### src/rtl/bdpb_pkg.sv
// shared types, constants and helpers for the brush dab pixel blend
`timescale 1ns / 1ps
`default_nettype none

package bdpb_pkg;

  localparam int CANVAS_SIZE = 4096;
  localparam int D2_W        = 24;          // squared distance inside the dab
  localparam int RAD_W       = D2_W + 16;   // radicand d2 << 16
  localparam int DD_W        = RAD_W / 2;   // floor(256 * dist)
  localparam int SQ_STEPS    = DD_W;        // one root bit per stage
  localparam int SQ_REM_W    = DD_W + 3;
  localparam int Q_STEPS     = 8;           // 8-bit quotients

  typedef enum logic [2:0] {
    REG_CENTER_X   = 3'd0,
    REG_CENTER_Y   = 3'd1,
    REG_DAB_RADIUS = 3'd2,
    REG_HARDNESS   = 3'd3,
    REG_OPACITY    = 3'd4,
    REG_COLOR      = 3'd5,
    REG_ERASE      = 3'd6
  } reg_idx_t;

  typedef struct packed {
    logic [15:0] center_x;
    logic [15:0] center_y;
    logic [11:0] radius;
    logic [7:0]  hardness;
    logic [7:0]  opacity;
    logic [23:0] color;
    logic        erase;
  } cfg_t;

  // values derived from the dab registers, refreshed every cycle
  typedef struct packed {
    logic [23:0] rr;     // r * r
    logic [19:0] hr;     // hardness * r
    logic [39:0] hhrr;   // (hardness * r)^2
    logic [19:0] den;    // r * (255 - hardness)
  } cdrv_t;

  typedef struct packed {
    logic [7:0] red;
    logic [7:0] green;
    logic [7:0] blue;
    logic [7:0] alpha;
  } pix_t;

  typedef struct packed {
    pix_t pix;
    logic in_dab;
    logic full;
  } meta_t;

  typedef struct packed {
    meta_t           meta;
    logic [D2_W-1:0] d2;
  } geo_t;

  // underestimate of x / 255, off by at most one
  function automatic logic [8:0] div255_est(input logic [15:0] x);
    logic [24:0] p;
    p = {9'd0, x} * 25'd257;
    return p[24:16];
  endfunction

  // corrects the estimate to floor(x / 255)
  function automatic logic [8:0] div255_fix(input logic [15:0] x, input logic [8:0] q);
    logic [16:0] prod;
    logic [16:0] rem;
    prod = {8'd0, q} * 17'd255;
    rem  = {1'b0, x} - prod;
    return q + ((rem >= 17'd255) ? 9'd1 : 9'd0);
  endfunction

endpackage

`default_nettype wire

### src/rtl/bdpb_sqrt.sv
// pipelined integer square root of d2 << 16, one root bit per stage
`timescale 1ns / 1ps
`default_nettype none

module bdpb_sqrt (
  input  logic                  clk,
  input  logic                  rst,
  input  logic                  en,
  input  logic                  in_valid,
  input  bdpb_pkg::geo_t        in_geo,
  output logic                  out_valid,
  output bdpb_pkg::meta_t       out_meta,
  output logic [bdpb_pkg::DD_W-1:0] dd
);
  import bdpb_pkg::*;

  logic [SQ_STEPS-1:0] v_q;
  meta_t               meta_q [SQ_STEPS];
  logic [RAD_W-1:0]    rad_q  [SQ_STEPS];
  logic [SQ_REM_W-1:0] rem_q  [SQ_STEPS];
  logic [DD_W-1:0]     root_q [SQ_STEPS];

  for (genvar i = 0; i < SQ_STEPS; i++) begin : g_step
    logic                v_in;
    meta_t               m_in;
    logic [RAD_W-1:0]    rad_in;
    logic [SQ_REM_W-1:0] rem_in, rem_sh, trial;
    logic [DD_W-1:0]     root_in;

    if (i == 0) begin : g_first
      assign v_in    = in_valid;
      assign m_in    = in_geo.meta;
      assign rad_in  = {in_geo.d2, 16'd0};
      assign rem_in  = '0;
      assign root_in = '0;
    end else begin : g_next
      assign v_in    = v_q[i-1];
      assign m_in    = meta_q[i-1];
      assign rad_in  = rad_q[i-1];
      assign rem_in  = rem_q[i-1];
      assign root_in = root_q[i-1];
    end

    always_comb begin
      rem_sh = {rem_in[SQ_REM_W-3:0], rad_in[RAD_W-1 -: 2]};
      trial  = {1'b0, root_in, 2'b01};
    end

    always_ff @(posedge clk) begin
      if (rst) begin
        v_q[i] <= 1'b0;
      end else if (en) begin
        v_q[i] <= v_in;
      end
    end

    always_ff @(posedge clk) begin
      if (en) begin
        meta_q[i] <= m_in;
        rad_q[i]  <= {rad_in[RAD_W-3:0], 2'b00};
        if (rem_sh >= trial) begin
          rem_q[i]  <= rem_sh - trial;
          root_q[i] <= {root_in[DD_W-2:0], 1'b1};
        end else begin
          rem_q[i]  <= rem_sh;
          root_q[i] <= {root_in[DD_W-2:0], 1'b0};
        end
      end
    end
  end

  assign out_valid = v_q[SQ_STEPS-1];
  assign out_meta  = meta_q[SQ_STEPS-1];
  assign dd        = root_q[SQ_STEPS-1];

endmodule

`default_nettype wire

### config.mk
export PLATFORM = sky130hd
export DESIGN_NAME = bdpb_sqrt
export DESIGN_NICKNAME = d
export VERILOG_FILES = /design/src/rtl/bdpb_pkg.sv /design/src/rtl/bdpb_sqrt.sv
export SDC_FILE = /design/constraint.sdc
export NUM_CORES = 2
export LEC_CHECK = 0
export ABC_AREA = 0
export BUFFER_PORTS_ARGS = -buffer_cell sky130_fd_sc_hd__buf_2
export CORE_MARGIN = 2
export CORE_UTILIZATION = 40
export CTS_CLUSTER_DIAMETER = 200
export CTS_CLUSTER_SIZE = 40
export DETAILED_ROUTE_END_ITERATION = 6
export PLACE_DENSITY = 0.64
export SLEW_MARGIN = 5
export SYNTH_ARGS = -nofsm -noshare
export SYNTH_HDL_FRONTEND = slang
export SYNTH_SLANG_ARGS = --single-unit
export TNS_END_PERCENT = 5
### constraint.sdc
create_clock -name clk -period 4.5 [get_ports clk]
set_input_delay 0.675 -clock clk [delete_from_list [all_inputs] [get_ports clk]]
set_output_delay 0.675 -clock clk [all_outputs]
set_load 0.05 [all_outputs]
---- Word-level counts from Yosys, hierarchy flattened ----
Memory sizes are Yosys's and may differ from the RTL's.
Cells that the tools add are included.
word-level totals
  register bits after elaboration ......... 20
  bits in writable memories ............... 2300
  input port bits ......................... 62
  output and inout port bits .............. 55
  word-level logic and storage cells ...... 266
  memories kept ........................... 4
operators by class
  add/sub/neg operators ................... 20
  $lt $le $gt $ge ......................... 20
  muxes and demuxes ....................... 162
  bitwise gates (word level) .............. 40
memories
  memory  depth  width  read ports  clocked after Yosys merged registers in  write ports  line             text
  rad_q   20     38     19          0                                        20           bdpb_sqrt.sv:19  logic [RAD_W-1:0] rad_q [SQ_STEPS];
  meta_q  20     34     20          0                                        20           bdpb_sqrt.sv:18  meta_t meta_q [SQ_STEPS];
  rem_q   20     23     19          0                                        20           bdpb_sqrt.sv:20  logic [SQ_REM_W-1:0] rem_q [SQ_STEPS];
  root_q  20     20     20          0                                        20           bdpb_sqrt.sv:21  logic [DD_W-1:0] root_q [SQ_STEPS];
operators by type and width
  cell                   count
  $mux W23               20
  $ge A23 B22 Y1         19
  $sub A23 B22 Y23       19
  $mux W20               20
  $mux W1                122
  $or A1 B1 Y1           40
  $sub A2 B1 Y3 const B  1
  $ge A2 B1 Y1 const B   1

---- Logic depth before layout (Yosys ltp) ----
An unclocked memory read counts as a cell.
  depth after elaboration ................. 6
  gate-level depth with buffers ........... 12

---- Least setup slack after synthesis ----
No wires, ideal clock.
  kind .................................... register to register
  start ................................... memory rem_q[16][0] in the netlist's numbering
  end ..................................... memory rem_q[17][20] in the netlist's numbering (data pin)
  library setup time ...................... 0.260 ns
  data arrival time ....................... 2.671 ns
  required time ........................... 4.240 ns
  setup slack ............................. 1.569 ns
  stages on the path, launching flop included .. 12
  path buffers ............................ 0
  clock period less this slack ............ 2.931 ns
  cell sequence ........................... edfxtp_1 ha_1 inv_1 fa_1 nor2b_1 o31a_1 o32ai_1 nor3_1 o31a_1 a311oi_1 o21ai_0 mux2_2
RTL lines
  element      line
  from (decl)  bdpb_sqrt.sv:20

==> flow_summary.json <==
{
  "status": "complete, no violations",
  "slowest_stage": "o32ai_1",
  "grt_max_degree": 198,
  "post_cts_buffers": 0,
  "synth_edf_count": 1387,
  "coreArea_mm2": 0.142,
  "p_total_mw": 25.0,
  "synth_area_mm2": 0.0571,
  "cts_max_path_buffers": 3,
  "grt_antenna_before_repair": 1,
  "die_x_um": 382,
  "cp_max_fo": 4,
  "drive_gt1_frac": 0.0703,
  "clkSinkCount": 1408,
  "synth_area_leader_cell": "edfxtp_1",
  "root_buffer": "clkbuf_16",
  "postRouteWirelength_mm": 83.6,
  "ir_drop_mv": 0.269,
  "synth_common_cells": "1387 x edfxtp_1, 281 x inv_1, 220 x nor2_1",
  "syn_area_per_cell_um2": 15.3,
  "cts_made_buffers": 41,
  "crit_path_start_kind": "flop",
  "gp_congestion": 0.880,
  "crit_type": "flop to flop",
  "syn_to_final_growth_pct": 7.22,
  "layout.cells.non_filler": 5760,
  "grt_setup_unrepaired": "false",
  "ctsHoldBuffers": 0,
  "hold_viol_final": 0,
  "port_buffers": 116,
  "synth_ff_type": "edfxtp_1",
  "worst_setup_path_end_kind": "flop",
  "ys_types": 82,
  "dp_hpwl_mm": 56.3,
  "ant_nets": 0,
  "leakagePower_nw": 22.1,
  "netlist_top_cells_area": "edfxtp_1 73%, ha_1 4.8%, xnor2_1 2.1%, xor2_1 1.9%, inv_1 1.8%",
  "post_drt_wl_per_cell_um": 14.5,
  "slew_viol_final": 0,
  "finalSetupTns_ns": 0,
  "power_density_mw_per_mm2": 408,
  "yosysMostFrequentCell": "edfxtp_1",
  "cp_data_required_time_ns": 4.93,
  "synth_fp_nets": 4023,
  "std_cell_rows": 138,
  "antennaDiodeCount": 0,
  "place_inst": 5702,
  "boundaryPins": 117,
  "h-tree-depth": 2,
  "post_cts_resized": 0,
  "via_count": 27913,
  "tightest_slew_ns": 1.22,
  "path_clk_slew_ns": 0.15,
  "cp.arrival_ns": 3.76,
  "max_slew_margin": 0.189,
  "setup_viol": 0,
  "firstDrtPassIters": 6,
  "synth_cells": 3737,
  "ys_async_sr_fraction": 0,
  "finalNetCount": 4141,
  "seq_area_frac_synth": 0.737,
  "nFillCells": 12608,
  "yosys_warnings": 0,
  "die_h_um": 382,
  "path_cells": "ha_1 > inv_1 > fa_1 > nor2b_1 > o31a_1 > o32ai_1 > nor3_1 > o31a_1 > a311oi_1 > o21ai_0 > mux2_2",
  "viasPerCell": 4.85,
  "hp-class": "primary input to flop",
  "grt_pass1_wl_mm": 138,
  "finClkSkew_ns": 0.0451,
  "critPathMaxStageDelay_ns": 0.50,
  "critical_path.most_common_cell": "o31a_1",
  "clock_latency_ns": 0.65,
  "drv_cap": 0,
  "post-synth-top-area-fraction": 0.729,
  "dieArea_mm2": 0.146,
  "overflow": 0,
  "grt.total_usage": 0.114,
  "period_share": 0.740,
  "final_core_util": 0.432,
  "drc": 0,
  "fmax_ghz": 0.300,
  "drtIter0Drc": 2191,
  "period_minus_slack_ns": 3.33,
  "grt_pass1_vias": 27433,
  "initial_core_util": 0.403,
  "cts_tree": "yes",
  "ys_ff_latch": 1408
}
[per-stage QoR]
stage	area [µm²]	hold WS [ns]	setup WS (ns)
after floorplan	57100	0.400	1.57
after global placement	60100	0.400	1.02
after detailed placement	60100	0.405	0.904
after CTS	61200	0.0954	1.15
after global routing	61200	0.112	0.918
final	61200	0.167	1.17
[cell families after synthesis]
logic type      count (synthesis)  share of synthesized area
flops                        1408                      0.737
mux                            60                     0.0113
simple gates                  838                     0.0743
fa+ha+maj                     224                     0.0500
buf+inv                       353                     0.0233
compound gates                591                     0.0641
xor+xnor                      263                     0.0403
[critical path: cells and delay by family, from the launching register on]
family,cells,cell delay [ns]
adders and majority gates,2,0.43
and+or+nand+nor,2,0.19
AOI/OAI and AO/OA,5,1.65
muxes,1,0.29
buffers and inverters,1,0.07
DFF,1,0.46
[routing by layer]
layer,vias to the layer above,wire (µm),track usage
met1,13391,37500,0.147
met5,-,0,0
met3,129,2220,0.0131
met2,364,41200,0.197
met4,0,2770,0.0416
li1,14029,-,-
[cell type report]
class,instances,area [µm²],share of cell area
clock inverter,4,52.6,0.000858
timing repair buffer,145,863,0.0141
tap,1890,2360,0.0386
clock buffer,54,1070,0.0176
sequential,1408,42100,0.687
inverter,283,1060,0.0173
multi-input combinational,1976,13700,0.224
[sequential cells by signal, indices dropped and copies added (netlist names)]
register,count
rem_q,366
rad_q,132
meta_q,680
g_step.v_in,19
out_valid,1
root_q,210
[worst paths after layout]
path                    endpoint  slack, ns  cells after the start          start
setup / recovery   rem_q[17][20]       1.17                     11   rem_q[16][0]
hold / removal      rad_q[0][29]       0.17                      1     in_geo[13]
setup reg to reg   rem_q[17][20]       1.17                     11   rem_q[16][0]
hold reg to reg   meta_q[0][111]       0.38                      0  meta_q[0][77]
[power breakdown]
group	total, mW	internal, mW	switching, mW
logic	3.34	1.43	1.91
clock network	5.28	1.74	3.54
registers	16.4	15.8	0.550
total	25.0	19.0	6.00
[cells in the final DEF (no fill, tap or decap), types with 11 or more instances in the layout]
cell and instances:
a31oi_1 19, xor2_1 127, nand2b_1 36, buf_2 115, nand3_1 52, nand2_1 213
inv_1 281, xnor2_1 136, clkbuf_16 41, mux2i_1 26, clkbuf_1 13, nand4_1 25
a21o_1 50, buf_4 25, o21ai_0 170, nor2b_1 35, o31a_1 11, nor3_1 60
or3_1 32, and2_1 26, o21a_1 45, nand4b_1 13, mux2_2 34, nor4_1 31
ha_1 217, nor2_1 220, or4_1 12, or2_2 13, dfxtp_1 21, o31ai_1 13
a21oi_1 180, edfxtp_1 1387, and3_1 13
Note: power is estimated with default switching activity, not from simulation.
