$ cat src/rtl/bdpb_pkg.sv
// shared types, constants and helpers for the brush dab pixel blend
`timescale 1ns / 1ps
`default_nettype none

package bdpb_pkg;

  localparam int CANVAS_SIZE = 4096;
  localparam int D2_W        = 24;          // squared distance inside the dab
  localparam int RAD_W       = D2_W + 16;   // radicand d2 << 16
  localparam int DD_W        = RAD_W / 2;   // floor(256 * dist)
  localparam int SQ_STEPS    = DD_W;        // one root bit per stage
  localparam int SQ_REM_W    = DD_W + 3;
  localparam int Q_STEPS     = 8;           // 8-bit quotients

  typedef enum logic [2:0] {
    REG_CENTER_X   = 3'd0,
    REG_CENTER_Y   = 3'd1,
    REG_DAB_RADIUS = 3'd2,
    REG_HARDNESS   = 3'd3,
    REG_OPACITY    = 3'd4,
    REG_COLOR      = 3'd5,
    REG_ERASE      = 3'd6
  } reg_idx_t;

  typedef struct packed {
    logic [15:0] center_x;
    logic [15:0] center_y;
    logic [11:0] radius;
    logic [7:0]  hardness;
    logic [7:0]  opacity;
    logic [23:0] color;
    logic        erase;
  } cfg_t;

  // values derived from the dab registers, refreshed every cycle
  typedef struct packed {
    logic [23:0] rr;     // r * r
    logic [19:0] hr;     // hardness * r
    logic [39:0] hhrr;   // (hardness * r)^2
    logic [19:0] den;    // r * (255 - hardness)
  } cdrv_t;

  typedef struct packed {
    logic [7:0] red;
    logic [7:0] green;
    logic [7:0] blue;
    logic [7:0] alpha;
  } pix_t;

  typedef struct packed {
    pix_t pix;
    logic in_dab;
    logic full;
  } meta_t;

  typedef struct packed {
    meta_t           meta;
    logic [D2_W-1:0] d2;
  } geo_t;

  // underestimate of x / 255, off by at most one
  function automatic logic [8:0] div255_est(input logic [15:0] x);
    logic [24:0] p;
    p = {9'd0, x} * 25'd257;
    return p[24:16];
  endfunction

  // corrects the estimate to floor(x / 255)
  function automatic logic [8:0] div255_fix(input logic [15:0] x, input logic [8:0] q);
    logic [16:0] prod;
    logic [16:0] rem;
    prod = {8'd0, q} * 17'd255;
    rem  = {1'b0, x} - prod;
    return q + ((rem >= 17'd255) ? 9'd1 : 9'd0);
  endfunction

endpackage

`default_nettype wire

$ cat src/rtl/bdpb_geom.sv
// distance, inside test and full-alpha test, five stages
`timescale 1ns / 1ps
`default_nettype none

module bdpb_geom (
  input  logic             clk,
  input  logic             rst,
  input  logic             en,
  input  logic             in_valid,
  input  logic [11:0]      pixel_x,
  input  logic [11:0]      pixel_y,
  input  bdpb_pkg::pix_t   in_pix,
  input  bdpb_pkg::cfg_t   cfg,
  input  bdpb_pkg::cdrv_t  drv,
  output logic             out_valid,
  output bdpb_pkg::geo_t   out_geo
);
  import bdpb_pkg::*;

  logic [15:0] pos_x, pos_y, dx, dy;
  logic        oob;
  logic [32:0] sum;

  logic v0, v1, v2, v3;
  pix_t pix0, pix1, pix2, pix3;
  logic [15:0] dx0, dy0;
  logic oob0, oob1;
  logic [31:0] sqx1, sqy1;
  logic in2, in3;
  logic [D2_W-1:0] d2_2, d2_3;
  logic [39:0] lhs3;

  always_comb begin
    pos_x = {pixel_x, 4'd8};
    pos_y = {pixel_y, 4'd8};
    dx    = (pos_x >= cfg.center_x) ? pos_x - cfg.center_x : cfg.center_x - pos_x;
    dy    = (pos_y >= cfg.center_y) ? pos_y - cfg.center_y : cfg.center_y - pos_y;
    oob   = (17'(pixel_x) >= 17'(CANVAS_SIZE)) || (17'(pixel_y) >= 17'(CANVAS_SIZE));
    sum   = 33'(sqx1) + 33'(sqy1);
  end

  always_ff @(posedge clk) begin
    if (rst) begin
      v0 <= 1'b0;
      v1 <= 1'b0;
      v2 <= 1'b0;
      v3 <= 1'b0;
      out_valid <= 1'b0;
    end else if (en) begin
      v0 <= in_valid;
      v1 <= v0;
      v2 <= v1;
      v3 <= v2;
      out_valid <= v3;
    end
  end

  always_ff @(posedge clk) begin
    if (en) begin
      pix0 <= in_pix;
      dx0  <= dx;
      dy0  <= dy;
      oob0 <= oob;

      pix1 <= pix0;
      sqx1 <= {16'd0, dx0} * {16'd0, dx0};
      sqy1 <= {16'd0, dy0} * {16'd0, dy0};
      oob1 <= oob0;

      pix2 <= pix1;
      in2  <= !oob1 && (sum <= {9'd0, drv.rr});
      d2_2 <= sum[D2_W-1:0];

      pix3 <= pix2;
      in3  <= in2;
      d2_3 <= d2_2;
      lhs3 <= {16'd0, d2_2} * 40'd65025;

      out_geo.meta.pix    <= pix3;
      out_geo.meta.in_dab <= in3;
      out_geo.meta.full   <= lhs3 <= drv.hhrr;
      out_geo.d2          <= d2_3;
    end
  end

  assert property (@(posedge clk) disable iff (rst)
    out_valid && out_geo.meta.in_dab |-> {16'd0, out_geo.d2} <= {16'd0, drv.rr})
    else $error("inside flag set beyond the radius");

endmodule

`default_nettype wire

$ cat config.mk
export PLATFORM = sky130hd
export DESIGN_NAME = bdpb_geom
export DESIGN_NICKNAME = d
export VERILOG_FILES = /design/src/rtl/bdpb_pkg.sv /design/src/rtl/bdpb_geom.sv
export SDC_FILE = /design/constraint.sdc
export NUM_CORES = 2
export LEC_CHECK = 0
export BUFFER_PORTS_ARGS = -buffer_cell sky130_fd_sc_hd__buf_2
export CELL_PAD_IN_SITES_DETAIL_PLACEMENT = 1
export CELL_PAD_IN_SITES_GLOBAL_PLACEMENT = 1
export CORE_ASPECT_RATIO = 1.75
export CORE_MARGIN = 4
export CORE_UTILIZATION = 30
export CTS_CLUSTER_SIZE = 20
export DETAILED_ROUTE_END_ITERATION = 6
export GPL_TIMING_DRIVEN = 1
export PLACE_DENSITY_LB_ADDON = 0.1
export SKIP_CTS_REPAIR_TIMING = 1
export SYNTH_ARGS = -nofsm -noshare
export SYNTH_HDL_FRONTEND = slang
export SYNTH_SLANG_ARGS = --single-unit
$ cat constraint.sdc
create_clock -name clk -period 10 [get_ports clk]
set_input_delay 2 -clock clk [delete_from_list [all_inputs] [get_ports clk]]
set_output_delay 2 -clock clk [all_outputs]
set_load 0.005 [all_outputs]
# --- After elaboration in Yosys (flattened, before gate mapping) ---
# Cells that the tools add are included.
word_totals:
  out_inout_bits: 59
  elab_cells: 51
  ff_bits: 377
  in_bits: 249
op_classes:
  n_mux: 2
  magnitude_cmp: 4
  n_addsub: 5
  n_mul: 3
ops:
  columns: ["op", "count"]
  rows:
  - ["multiplier 16 x 16 -> 32 bit", 2]
  - ["subtractor 16 bit", 4]
  - ["<= comparator 40 bit", 1]
  - ["multiplier 24 x 16 -> 40 bit, second input constant", 1]
  - ["adder 32 x 32 -> 33 bit", 1]
  - ["<= comparator 33 x 24 -> 1 bit", 1]
  - [">= comparator 16 bit", 2]
  - ["2-to-1 mux 16 bit", 2]

# --- Depth between registers and ports, before layout ---
logic_depth:
  ltp_word: 2
  depth_mapped: 26
  ltp_nobuf: 25

# --- Least setup slack after synthesis ---
# Ideal clock, no wire load.
synth_path:
  path_type: "reg2reg"
  start: "reg dy0[1]"
  end: "reg sqy1[31], data pin"
  required_ns: 9.740
  path_stages_with_launch: 26
  t_arrival_ns: 6.274
  path_slack_ns: 3.466
  period_less_slack_ns: 6.534
  path_buffers: 2
  setup_ns: 0.260
  cell_sequence: "edfxtp_1 clkbuf_1 clkbuf_1 nand2_1 inv_1 fa_1 inv_1 fa_1 inv_1 fa_1 fa_1 fa_1 inv_1 fa_1 inv_1 ha_1 a21o_1 a21o_1 a221o_1 a31o_2 a311oi_1 nor3_1 a2111oi_0 o21bai_1 a21oi_1 xnor2_1"
synth_via:
  elab_chain_len: 1
synth_rtl:
  columns: ["item", "line_no", "rtl"]
  rows:
  - ["start: declaration", "bdpb_geom.sv:26", "logic [15:0] dx0, dy0;"]
  - ["start signal: assignment", "bdpb_geom.sv:62", "dy0 <= dy;"]
  - ["multiplier 16 x 16 -> 32 bit", "bdpb_geom.sv:67", "sqy1 <= {16'd0, dy0} * {16'd0, dy0};"]
  - ["end signal: assignment", "bdpb_geom.sv:67", null]
  - ["end: declaration", "bdpb_geom.sv:28", "logic [31:0] sqx1, sqy1;"]
# Every way passes these cells.
# A chain may end at the register's enable or synchronous reset.

# --- Worst setup path in the final report ---
layout_path:
  start: "reg dy0[8]"
  end: "reg sqy1[30], data pin"
# Same word-level chain as after synthesis.

==> impl_results.md <==
- Outcome: finished clean
- Buffers from clock root to sink, at most: 3
- Later-pin clock latency in the skew report: 0.61 ns
- Max FO, Critical Path: 14
- Total congestion overflow after global routing: 0
- Startpoint of the tightest hold check path: pix1[31]
- Number of endpoints with negative hold slack in the final report: 0
- Number of placement rows: 166
- Total die area: ~120000 µm²
- Critical path arrival: 7.70 ns
- Effective utilization at floorplan: between 30% and 40%
- Reg2Reg Launch Point: dy0[8]
- Vias in the first global route: roughly 27000
- Critical path origin: dy0[8]
- Remaining DRCs: 0
- Cell taking the most area after synthesis: edfxtp_1
- Endpoint required time on the critical path: approximately 10 ns
- Die extent in x: approximately 270 µm
- Main area contributors after synthesis: edfxtp_1 31%, fa_1 24%, ha_1 16%
- Worst Tran Pin Value: 1.13 ns
- Hold Path Class: flip-flop to flip-flop
- Commonest non-fill, non-tap cells in the layout: 752 x inv_1, 465 x ha_1, 426 x fa_1, 361 x edfxtp_1, 213 x buf_2
- Final period demand of the worst path: around 7.3 ns
- Area share of the leading cell type in the synthesized netlist: 30.6%
- Ys Warns: 0
- Clock sinks: 366
- Initial antenna violation count: 4
- Quantity of I/O buffers inserted on ports: around 210
- Post-Route Skew: approximately 0.020 ns
- Nature of the critical path startpoint: flip-flop
- Final GP Congestion: ~0.81
- Met3 wire length: 2710 µm
- Syn_nets: about 4400
- TritonCTS clock tree: yes
- Number of H-tree branching levels: 2
- Final period util: 73.4%
- CTS buffer count: about 40
- Min-Delay Path Depth: 0
- DR WL met2: 50200 µm
- Most frequent standard cell in the layout excluding fill and tap cells: inv_1
- Max-cap violation count: 0
- Number of nets with antenna violations after routing: 0
- Top_reg_cell synth: edfxtp_1
- Setup TNS: 0 ns
- Register clock-pin slew on the reported worst setup and hold paths: approximately 0.07 ns
- Detailed-router iteration count before antenna repair: 4
- Register bit count reported by yosys: 366
- Clock Tree Root: clkbuf_16
- Synthesized instance count: between 3000 and 4000
- Top-level I/O count: between 300 and 400
- Share of the yosys chip area belonging to registers: 30.9%
- Largest net degree at the start of global routing: around 170
- Top routing layer in use: met5
- Number of DRC markers after the initial detailed-route iteration: 663
- Count of flip-flops with a built-in enable after synthesis: between 300 and 400
- Final routed wire length divided by cell count: 17.6 µm
- Half-perimeter wire length of the detailed placement result: 72300 µm
- Routed metal-1 wire length: 31800 µm
- Area overhead of the layout relative to synthesis: 12.1%
- Syn Area/Cell: 11.0 µm²
- Endpoint type of the worst setup path: flip-flop
- Async S/R FF share, synth: 0%
- Vias/cell: 4.62
- All-Layer GR Usage: 14.3%
- Post-synthesis instance area: between 30000 and 40000 µm²
- First-pass GRT wire length: 140000 µm
- Via Count: 23000
- Area of the core: roughly 120000 µm²
- Critical Setup Path Class: flip-flop to flip-flop
- Fraction of final layout cells sized beyond drive strength 1: 9.45%
- NumNets Final: 4569
- Slew HR: 24.1%
- Setup repair after global routing missed its margin: false
- Maximum clock frequency: approximately 0.14 GHz
- Routed wire length: 87500 µm
- Number of setup violations in the final report: 0
- Count of final max-slew check failures: 0
- Worst Reg-to-Reg Cells: 25
- Number of distinct standard cells referenced by the synthesized netlist: 68
- Die Y-Extent: between 400 and 500 µm
## registers in the layout, summed over array words and instances (netlist names), 16 cells and up
signal and cells:
pix0 32, d2_3 24, dx0 16, out_geo 58, sqy1 31, dy0 16, d2_2 24, lhs3 31
sqx1 31, pix1 32, pix3 32, pix2 32
## synth_stat cells, drive strengths merged, types with 4 or more instances
| cell | number |
|---|---|
| a31oi | 13 |
| o21a | 16 |
| and2 | 89 |
| o31ai | 4 |
| nand2b | 28 |
| a21boi | 4 |
| fa | 426 |
| edfxtp | 361 |
| o21ai | 62 |
| or2 | 11 |
| a221oi | 6 |
| dfxtp | 5 |
| clkbuf | 47 |
| a2111oi | 7 |
| a21o | 98 |
| or3 | 5 |
| nor2b | 26 |
| a21oi | 126 |
| nand2 | 200 |
| a211oi | 17 |
| ha | 465 |
| mux2i | 22 |
| o211ai | 10 |
| a31o | 8 |
| nand4 | 21 |
| inv | 752 |
| nor2 | 96 |
| o21bai | 19 |
| a211o | 4 |
| nor3 | 28 |
| mux2 | 7 |
| nand3 | 19 |
| and3 | 15 |
| xnor2 | 113 |
| xor2 | 35 |
## per-layer routing
metal / GRT usage [%] / vias up
met5: 0 / -
met3: 1.60 / 129
met2: 29.0 / 299
met1: 15.0 / 11700
li1: - / 10900
met4: 4.40 / 6
## cells by family (layout without fill, tap and decap cells)
kind of cell,after synthesis,after routing,synth area share (%)
flip-flops,366,366,30.9
adder cells (fa/ha/maj),891,891,40.5
XOR/XNOR,148,148,3.66
buffers and inverters,800,1047,8.48
AO/OA/AOI/OAI,428,428,8.09
multiplexers,29,29,0.844
other,0,1,0
AND/OR/NAND/NOR,552,552,7.54
## through the flow
step / instances / area (µm²) / util, % / hold slack, ns / worst slack [ns]
global placement: 4898 / 38300 / 32.7 / 0.400 / 2.66
detailed placement: 4898 / 38300 / 32.7 / 0.405 / 2.60
floorplan: 3214 / 35400 / - / 0.400 / 3.47
global route: 4974 / 39700 / 33.9 / 0.419 / 2.15
CTS: 4973 / 39700 / 33.9 / 0.418 / 2.58
finish: 4974 / 39700 / 33.9 / 0.416 / 2.66
## critical path, stage by stage, from the launching register on
cell	delay, ns
edfxtp_1	0.71
nand2_1	0.25
inv_1	0.08
fa_1	0.53
inv_1	0.06
fa_1	0.53
inv_1	0.05
fa_1	0.50
inv_1	0.06
fa_1	0.53
inv_1	0.05
fa_1	0.48
inv_1	0.05
fa_1	0.48
inv_1	0.05
ha_1	0.37
and4_1	0.30
and3_1	0.19
nand3_1	0.08
a31oi_1	0.54
o311a_1	0.31
nor2_1	0.07
a211oi_1	0.41
a211o_1	0.20
a21oi_1	0.08
xnor2_1	0.13
## final timing paths
| path | endpoint | slack [ns] |
|---|---|---|
| max reg2reg | sqy1[30] | 2.66 |
| min reg2reg | pix2[31] | 0.42 |
| max | sqy1[30] | 2.66 |
| min | pix2[31] | 0.42 |
## cell type report
class                   instances  area (µm²)
flip-flops and latches        366       10900
inverters                     752        2820
repair buffers                220        1140
diodes                          1        2.50
clock buffers                  49        1090
clock inverters                26         333
fillers                     13100       77400
multi-input cells            2048       21500
well taps                    1512        1890
Power is not shown: default switching activity piles up to over one toggle a cycle in this logic, so the estimate is an artifact.
