[src/rtl/bdpb_pkg.sv]
// shared types, constants and helpers for the brush dab pixel blend
`timescale 1ns / 1ps
`default_nettype none

package bdpb_pkg;

  localparam int CANVAS_SIZE = 4096;
  localparam int D2_W        = 24;          // squared distance inside the dab
  localparam int RAD_W       = D2_W + 16;   // radicand d2 << 16
  localparam int DD_W        = RAD_W / 2;   // floor(256 * dist)
  localparam int SQ_STEPS    = DD_W;        // one root bit per stage
  localparam int SQ_REM_W    = DD_W + 3;
  localparam int Q_STEPS     = 8;           // 8-bit quotients

  typedef enum logic [2:0] {
    REG_CENTER_X   = 3'd0,
    REG_CENTER_Y   = 3'd1,
    REG_DAB_RADIUS = 3'd2,
    REG_HARDNESS   = 3'd3,
    REG_OPACITY    = 3'd4,
    REG_COLOR      = 3'd5,
    REG_ERASE      = 3'd6
  } reg_idx_t;

  typedef struct packed {
    logic [15:0] center_x;
    logic [15:0] center_y;
    logic [11:0] radius;
    logic [7:0]  hardness;
    logic [7:0]  opacity;
    logic [23:0] color;
    logic        erase;
  } cfg_t;

  // values derived from the dab registers, refreshed every cycle
  typedef struct packed {
    logic [23:0] rr;     // r * r
    logic [19:0] hr;     // hardness * r
    logic [39:0] hhrr;   // (hardness * r)^2
    logic [19:0] den;    // r * (255 - hardness)
  } cdrv_t;

  typedef struct packed {
    logic [7:0] red;
    logic [7:0] green;
    logic [7:0] blue;
    logic [7:0] alpha;
  } pix_t;

  typedef struct packed {
    pix_t pix;
    logic in_dab;
    logic full;
  } meta_t;

  typedef struct packed {
    meta_t           meta;
    logic [D2_W-1:0] d2;
  } geo_t;

  // underestimate of x / 255, off by at most one
  function automatic logic [8:0] div255_est(input logic [15:0] x);
    logic [24:0] p;
    p = {9'd0, x} * 25'd257;
    return p[24:16];
  endfunction

  // corrects the estimate to floor(x / 255)
  function automatic logic [8:0] div255_fix(input logic [15:0] x, input logic [8:0] q);
    logic [16:0] prod;
    logic [16:0] rem;
    prod = {8'd0, q} * 17'd255;
    rem  = {1'b0, x} - prod;
    return q + ((rem >= 17'd255) ? 9'd1 : 9'd0);
  endfunction

endpackage

`default_nettype wire

[src/rtl/bdpb_falloff.sv]
// linear falloff past the hardness radius and opacity scaling
`timescale 1ns / 1ps
`default_nettype none

module bdpb_falloff (
  input  logic                      clk,
  input  logic                      rst,
  input  logic                      en,
  input  logic                      in_valid,
  input  bdpb_pkg::meta_t           in_meta,
  input  logic [bdpb_pkg::DD_W-1:0] dd,
  input  bdpb_pkg::cfg_t            cfg,
  input  bdpb_pkg::cdrv_t           drv,
  output logic                      out_valid,
  output bdpb_pkg::meta_t           out_meta,
  output logic [7:0]                alpha
);
  import bdpb_pkg::*;

  logic [27:0] t255, hr256, den28;
  logic [7:0]  lin;

  logic        v0, v1, v10, v11;
  meta_t       m0, m1, m10, m11;
  logic [27:0] num0;
  logic [35:0] dvd1;
  logic [15:0] x10, x11;
  logic [8:0]  qe11;

  logic [Q_STEPS-1:0] v_q;
  meta_t              meta_q [Q_STEPS];
  logic [35:0]        rem_q  [Q_STEPS];
  logic [7:0]         quo_q  [Q_STEPS];

  always_comb begin
    t255  = {dd, 8'd0} - {8'd0, dd};
    hr256 = {drv.hr, 8'd0};
    den28 = {drv.den, 8'd0};
    lin   = meta_q[Q_STEPS-1].full ? 8'd255 : 8'd255 - quo_q[Q_STEPS-1];
  end

  always_ff @(posedge clk) begin
    if (rst) begin
      v0 <= 1'b0;
      v1 <= 1'b0;
      v10 <= 1'b0;
      v11 <= 1'b0;
      out_valid <= 1'b0;
    end else if (en) begin
      v0 <= in_valid;
      v1 <= v0;
      v10 <= v_q[Q_STEPS-1];
      v11 <= v10;
      out_valid <= v11;
    end
  end

  always_ff @(posedge clk) begin
    if (en) begin
      m0   <= in_meta;
      num0 <= (t255 > hr256) ? t255 - hr256 : 28'd0;
      m1   <= m0;
      dvd1 <= {num0, 8'd0} - {8'd0, num0};
      m10  <= meta_q[Q_STEPS-1];
      x10  <= 16'({8'd0, lin} * {8'd0, cfg.opacity}) + 16'd127;
      m11  <= m10;
      x11  <= x10;
      qe11 <= div255_est(x10);
      out_meta <= m11;
      alpha    <= 8'(div255_fix(x11, qe11));
    end
  end

  // restoring divide, quotient below 256 whenever the falloff applies
  for (genvar j = 0; j < Q_STEPS; j++) begin : g_div
    logic        v_in;
    meta_t       m_in;
    logic [35:0] rem_in, den_sh;
    logic [7:0]  quo_in;

    if (j == 0) begin : g_first
      assign v_in   = v1;
      assign m_in   = m1;
      assign rem_in = dvd1;
      assign quo_in = '0;
    end else begin : g_next
      assign v_in   = v_q[j-1];
      assign m_in   = meta_q[j-1];
      assign rem_in = rem_q[j-1];
      assign quo_in = quo_q[j-1];
    end

    assign den_sh = {8'd0, den28} << (Q_STEPS - 1 - j);

    always_ff @(posedge clk) begin
      if (rst) begin
        v_q[j] <= 1'b0;
      end else if (en) begin
        v_q[j] <= v_in;
      end
    end

    always_ff @(posedge clk) begin
      if (en) begin
        meta_q[j] <= m_in;
        if (rem_in >= den_sh) begin
          rem_q[j] <= rem_in - den_sh;
          quo_q[j] <= {quo_in[6:0], 1'b1};
        end else begin
          rem_q[j] <= rem_in;
          quo_q[j] <= {quo_in[6:0], 1'b0};
        end
      end
    end
  end

  assert property (@(posedge clk) disable iff (rst)
    out_valid |-> alpha <= cfg.opacity)
    else $error("dab alpha above opacity");

endmodule

`default_nettype wire

[config.mk]
export PLATFORM = sky130hd
export DESIGN_NAME = bdpb_falloff
export DESIGN_NICKNAME = d
export VERILOG_FILES = /design/src/rtl/bdpb_pkg.sv /design/src/rtl/bdpb_falloff.sv
export SDC_FILE = /design/constraint.sdc
export NUM_CORES = 1
export LEC_CHECK = 0
export ABC_AREA = 1
export BUFFER_PORTS_ARGS = -buffer_cell sky130_fd_sc_hd__buf_2
export CAP_MARGIN = 20
export CORE_ASPECT_RATIO = 0.5
export CORE_MARGIN = 5
export CORE_UTILIZATION = 55
export CTS_CLUSTER_SIZE = 28
export DETAILED_ROUTE_END_ITERATION = 10
export MAX_ROUTING_LAYER = met4
export PLACE_DENSITY = 0.85
export SLEW_MARGIN = 30
export SYNTH_ARGS = -nofsm -noshare
export SYNTH_HDL_FRONTEND = slang
export SYNTH_SLANG_ARGS = --single-unit
export TNS_END_PERCENT = 100
[constraint.sdc]
create_clock -name clk -period 6.35 [get_ports clk]
set_clock_uncertainty 0.15 [all_clocks]
set_input_delay 0.635 -clock clk [delete_from_list [all_inputs] [get_ports clk]]
set_output_delay 0.635 -clock clk [all_outputs]
set_load 0.05 [all_outputs]
# --- After elaboration in Yosys (flattened, before gate mapping) ---
# Memory sizes are Yosys's and may differ from the RTL's.
# Index checks and enable logic that the tools add are counted.
classes:
  order_cmp: 10
  n_mux: 68
  multipliers: 3
  bitwise: 16
  add_sub_neg: 15
op_table:
  columns: ["op", "n"]
  rows:
  - ["36-bit 2-to-1 mux", 8]
  - ["8-bit 2-to-1 mux", 9]
  - ["36-bit by 28-bit subtractor with 36-bit output", 2]
  - ["1-bit 2-to-1 mux", 51]
  - ["36-bit by 28-bit >= comparator with 1-bit output", 1]
  - ["36-bit by 29-bit >= comparator with 1-bit output", 1]
  - ["36-bit by 30-bit >= comparator with 1-bit output", 1]
  - ["36-bit by 31-bit >= comparator with 1-bit output", 1]
  - ["36-bit by 32-bit >= comparator with 1-bit output", 1]
  - ["36-bit by 33-bit >= comparator with 1-bit output", 1]
  - ["36-bit by 34-bit >= comparator with 1-bit output", 1]
  - ["36-bit by 35-bit >= comparator with 1-bit output", 1]
  - ["36-bit by 29-bit subtractor with 36-bit output", 1]
  - ["36-bit by 30-bit subtractor with 36-bit output", 1]
  - ["36-bit by 31-bit subtractor with 36-bit output", 1]
  - ["36-bit by 32-bit subtractor with 36-bit output", 1]
  - ["36-bit by 33-bit subtractor with 36-bit output", 1]
  - ["36-bit by 34-bit subtractor with 36-bit output", 1]
  - ["36-bit by 35-bit subtractor with 36-bit output", 1]
  - ["28-bit greater-than comparator", 1]
  - ["28-bit by 20-bit subtractor with 28-bit output", 1]
  - ["28-bit subtractor", 1]
  - ["16-bit by 9-bit multiplier with 25-bit output, second input constant", 1]
  - ["17-bit by 8-bit >= comparator with 1-bit output, second input constant", 1]
  - ["7 further kinds", 22]
totals:
  wordCells: 164
  register_bits: 296
  in_bits: 247
  ramBits: 624
  mem_count: 3
  out_inout_bits: 43
mem_list:
  columns: ["memory", "words", "width", "rd", "rd_ports_with_merged_regs", "wr", "line_no", "text"]
  rows:
  - ["rem_q", 8, 36, 7, 0, 8, "bdpb_falloff.sv:32", "logic [35:0] rem_q [Q_STEPS];"]
  - ["meta_q", 8, 34, 8, 0, 8, "bdpb_falloff.sv:31", "meta_t meta_q [Q_STEPS];"]
  - ["quo_q", 8, 8, 8, 0, 8, "bdpb_falloff.sv:33", "logic [7:0] quo_q [Q_STEPS];"]

# --- Logic depth before layout (Yosys ltp) ---
# An unclocked memory read counts as a cell.
depth:
  ltp_word: 6
  mapped_depth: 27
  mapped_depth_nobuf: 27

# --- Least setup slack after synthesis ---
# OpenSTA, ideal clock, no wires.
synth_timing:
  path_type: "reg2reg"
  from: "register qe11[5]"
  to: "register alpha[2], data pin"
  path_slack_ns: 1.338
  period_less_slack_ns: 5.012
  arrival_time_ns: 4.597
  required_ns: 5.936
  stages_incl_launch_ff: 24
  setup_time_ns: 0.264
  path_buffers: 0
  cell_sequence: "edfxtp_1 -> inv_1 -> fa_1 -> inv_1 -> fa_1 -> inv_1 -> fa_1 -> inv_1 -> fa_1 -> inv_1 -> ha_1 -> nand2_1 -> inv_1 -> a21oi_1 -> nor2_1 -> nor2_1 -> nand2_1 -> nand2_1 -> nand3_1 -> nor3_1 -> nand2_1 -> ha_1 -> ha_1 -> xor2_1"
synth_via:
  elab_chain_len: 5
synth_rtl:
  columns: ["element", "line_no", "text"]
  rows:
  - ["start: declaration", "bdpb_falloff.sv:28", "logic [8:0] qe11;"]
  - ["start signal: assignment", "bdpb_falloff.sv:68", "qe11 <= div255_est(x10);"]
  - ["9-bit by 8-bit multiplier with 17-bit output", "bdpb_pkg.sv:72", "prod = {8'd0, q} * 17'd255;"]
  - ["16-bit by 17-bit subtractor with 17-bit output", "bdpb_pkg.sv:73", "rem = {1'b0, x} - prod;"]
  - ["17-bit by 8-bit >= comparator with 1-bit output", "bdpb_pkg.sv:74", "return q + ((rem >= 17'd255) ? 9'd1 : 9'd0);"]
  - ["1-bit 2-to-1 mux", "bdpb_pkg.sv:74", null]
  - ["8-bit by 1-bit adder with 8-bit output", "bdpb_pkg.sv:74", null]
  - ["end signal: assignment", "bdpb_falloff.sv:70", "alpha <= 8'(div255_fix(x11, qe11));"]
  - ["end: declaration", "bdpb_falloff.sv:16", "output logic [7:0] alpha"]
# Every way passes these cells.
# A chain may end at the register's enable or synchronous reset.

# --- Worst setup path after layout ---
layout_timing:
  from: "register qe11[1]"
  to: "register alpha[2], data pin"
layout_via:
  elab_chain_len: 5
layout_rtl:
  columns: ["element", "line_no"]
  rows:
  - ["9-bit by 8-bit multiplier with 17-bit output", "bdpb_pkg.sv:72"]
  - ["16-bit by 17-bit subtractor with 17-bit output", "bdpb_pkg.sv:73"]
  - ["17-bit by 8-bit >= comparator with 1-bit output", "bdpb_pkg.sv:74"]
  - ["1-bit 2-to-1 mux", "bdpb_pkg.sv:74"]
  - ["8-bit by 1-bit adder with 8-bit output (*)", "bdpb_pkg.sv:74"]
# Every way passes the cells marked *; elsewhere a longest branch is shown, timed or not.

==> flow_results.xml <==
<?xml version="1.0" encoding="UTF-8"?>
<metrics>
  <group name="critical_path">
    <metric name="cp-start-kind" unit="">flip-flop</metric>
    <metric name="timing.critical_path.mode_cell" unit="">sky130_fd_sc_hd__inv_1</metric>
    <metric name="critical_path_arrival" unit="ns">5.89</metric>
    <metric name="worst_path_cell_with_the_longest_stage_delay" unit="">sky130_fd_sc_hd__fa_1</metric>
    <metric name="worst-endpoint-required" unit="ns">6.58</metric>
    <metric name="worst-path-max-fanout" unit="">5</metric>
    <metric name="crit_path_end_kind" unit="">flip-flop</metric>
    <metric name="critical-path-max-stage-delay" unit="ns">0.55</metric>
    <metric name="critPathKind" unit="">flip-flop to flip-flop</metric>
    <metric name="cell_by_cell_trace_of_the_critical_path" unit="">inv_1, fa_1, inv_1, fa_1, inv_1, fa_1, inv_1, fa_1, inv_1, ha_1, nand2_1, nor2_1, nand3_1, nand3_1, nor2_1, nor2_1, nand3_1, nor3_1, nand2_1, ha_1, ha_1, xor2_1</metric>
  </group>
  <group name="grt">
    <metric name="number_of_antenna_violations_at_the_first_check_in_global_routing" unit="">2</metric>
    <metric name="global_route.usage.total" unit="%">25.4</metric>
    <metric name="grt_first_pass_wirelength" unit="um">188000</metric>
    <metric name="gr-total-overflow" unit="">0</metric>
    <metric name="grt_max_degree" unit="">201</metric>
    <metric name="grt_pass1_vias" unit="">35300</metric>
  </group>
  <group name="clock_network">
    <metric name="tritoncts_num_sinks" unit="">856</metric>
    <metric name="cts-root-to-sink-buffers" unit="">3</metric>
    <metric name="path_clk_slew" unit="ns">0.07</metric>
    <metric name="clockRootBuffer" unit="">sky130_fd_sc_hd__clkbuf_16</metric>
    <metric name="insertion_delay" unit="ns">0.66</metric>
    <metric name="cts_resized" unit="">0</metric>
    <metric name="cts_inserted_buffers" unit="">77</metric>
    <metric name="tritoncts" unit="">built</metric>
    <metric name="clock_tree.htree_level_count" unit="">3</metric>
  </group>
  <group name="floorplan">
    <metric name="die-width" unit="um">432</metric>
    <metric name="dieHeight" unit="um">221</metric>
    <metric name="core_area" unit="sq um">88300</metric>
    <metric name="std_cell_rows" unit="">77</metric>
    <metric name="initial_utilization" unit="%">55.5</metric>
    <metric name="io-pin-count" unit="">290</metric>
    <metric name="die_area" unit="sq um">95600</metric>
  </group>
  <group name="worst_hold_path">
    <metric name="worstHoldPathType" unit="">input port to flip-flop</metric>
  </group>
  <group name="timing">
    <metric name="grt_setup_unrepaired" unit="">no</metric>
    <metric name="timing.setup.tns" unit="ns">0</metric>
    <metric name="final.hold.worst_slack" unit="ns">0.0423</metric>
    <metric name="timing.slew.headroom" unit="%">32.2</metric>
    <metric name="timing.final.crit_share" unit="%">89.0</metric>
    <metric name="tightest_slew" unit="ns">1.01</metric>
    <metric name="final-max-slew-violation-count" unit="">0</metric>
    <metric name="final-setup-viol-count" unit="">0</metric>
    <metric name="post-route-min-period" unit="ns">5.65</metric>
    <metric name="report.final.hold_viol_count" unit="">0</metric>
    <metric name="timing.fmax" unit="MHz">177</metric>
  </group>
  <group name="synthesis">
    <metric name="synth.area.top_cells" unit="">sky130_fd_sc_hd__edfxtp_1 (52%), sky130_fd_sc_hd__nand2_1 (9.4%), sky130_fd_sc_hd__ha_1 (8.1%)</metric>
    <metric name="mappedNetlistNets" unit="">5711</metric>
    <metric name="combined_area_of_all_synthesized_cells" unit="sq um">49000</metric>
    <metric name="ys.warnings.count" unit="">0</metric>
    <metric name="synth-main-ff-cell" unit="">sky130_fd_sc_hd__edfxtp_1</metric>
    <metric name="synth_edf_count" unit="">842</metric>
    <metric name="synth_top_area_share" unit="%">51.6</metric>
    <metric name="synthCells" unit="">5048</metric>
    <metric name="synth_cell_type_count" unit="">58</metric>
    <metric name="postSynthRegisterBits" unit="">856</metric>
    <metric name="asyncSetResetFlopFracSynth" unit="%">0</metric>
    <metric name="ys_seq_area_share" unit="%">52.1</metric>
    <metric name="avg_cell_area_syn" unit="sq um">9.72</metric>
    <metric name="yosys.area.top_type" unit="">sky130_fd_sc_hd__edfxtp_1</metric>
  </group>
  <group name="routing">
    <metric name="initialDrtViolationCount" unit="">3214</metric>
    <metric name="ant_nets" unit="">0</metric>
    <metric name="avgRoutedWirePerCell" unit="um">18.2</metric>
    <metric name="drc_errors" unit="">0</metric>
    <metric name="wl" unit="um">119000</metric>
    <metric name="drt-vias-per-instance" unit="">5.52</metric>
    <metric name="routed-via-count" unit="">36000</metric>
    <metric name="drtPass1Iterations" unit="">6</metric>
  </group>
  <group name="place">
    <metric name="placement.cell_area" unit="sq um">51100</metric>
    <metric name="gpl.final_weighted_congestion" unit="">0.984</metric>
    <metric name="estimated_wirelength_of_the_detail_placed_design" unit="um">90600</metric>
    <metric name="numPortBuffers" unit="">148</metric>
  </group>
  <group name="outcome">
    <metric name="status" unit="">complete, no violations</metric>
  </group>
  <group name="finish">
    <metric name="layout_stage_area_growth_over_the_synthesis_result" unit="%">10.2</metric>
    <metric name="nNetsFinal" unit="">5938</metric>
    <metric name="layout.cells.most_common_list" unit="">sky130_fd_sc_hd__nand2_1 (1,225), sky130_fd_sc_hd__edfxtp_1 (842), sky130_fd_sc_hd__inv_1 (697)</metric>
    <metric name="drive_above_1_share" unit="%">7.24</metric>
    <metric name="design_area" unit="sq um">54000</metric>
    <metric name="layout_commonest_cell" unit="">sky130_fd_sc_hd__nand2_1</metric>
  </group>
  <group name="run">
    <metric name="max_cap_violations" unit="">0</metric>
  </group>
</metrics>
-- per-layer routing --
metal / share of wire [%] / track usage, %
met1: 43 / 33.5
met4: 2.9 / 7.19
met5: 0 / -
met3: 6.2 / 3.86
met2: 48 / 41.4
-- stage by stage --
stage	cells	setup WS, ns	utilization, %
floorplan	5048	1.34	-
finish	6522	0.698	61.2
global placement	6348	0.741	57.9
global route	6522	0.353	61.2
CTS	6518	0.669	61.1
detailed placement	6348	0.684	57.9
-- Yosys cell counts (all sizes together), types with 19 or more instances --
master,instances
nand2,1258
edfxtp,842
inv,705
nor2,475
ha,318
nand3,293
a21oi,285
o21ai,166
xor2,157
nand4,155
fa,98
nor3,60
buf,35
xnor2,32
o21bai,28
a21o,27
clkbuf,19
-- logic make-up after synthesis --
group | synth area share, %
adders and majority gates | 12.1
and+or+nand+nor | 20.1
xor gates and xnor gates | 3.38
buffers and inverters | 6.11
DFF | 52.1
AOI/OAI and AO/OA | 6.19
-- flip-flops by register name, indices dropped and copies added (netlist names), 28 cells and up --
signal and cells:
m11 34, m10 34, quo_q 36, rem_q 252, dvd1 36, m0 34
out_meta 34, g_div.m_in 34, meta_q 272, num0 28
-- timing repair --
item                      in CTS  in global routing
hold endpoints to repair      31                  0
setup buffers                  0                  0
hold buffers                  31                  0
-- worst max-delay path: cells and delay by family (launching register included) --
| family | cells | cell delay (ns) |
|---|---|---|
| XOR/XNOR | 1 | 0.17 |
| adder cells (fa/ha/maj) | 7 | 3.00 |
| buffers and inverters | 5 | 0.43 |
| flip-flops | 1 | 0.48 |
| AND/OR/NAND/NOR | 9 | 1.15 |
-- worst paths after layout --
check | endpoint | slack [ns] | cells past startpoint | startpoint
max | alpha[2]$_DFFE_PP_ | 0.70 | 22 | qe11[1]$_DFFE_PP_
min | m0[2]$_DFFE_PP_ | 0.04 | 1 | in_meta[2]
max reg2reg | alpha[2]$_DFFE_PP_ | 0.70 | 22 | qe11[1]$_DFFE_PP_
min reg2reg | out_meta[5]$_DFFE_PP_ | 0.25 | 0 | m11[5]$_DFFE_PP_
-- final cells by class --
| cell class | count | area [sq um] |
|---|---|---|
| timing repair buffer | 202 | 1310 |
| tap | 1185 | 1480 |
| clock buffer | 94 | 2020 |
| inverter | 706 | 2650 |
| clock inverter | 45 | 507 |
| multi-input combinational | 3432 | 20500 |
| sequential | 856 | 25600 |
| fill | 7243 | 34300 |
| antenna | 2 | 5.00 |
Power is not shown: default switching activity piles up to over one toggle a cycle in this logic, so the estimate is an artifact.
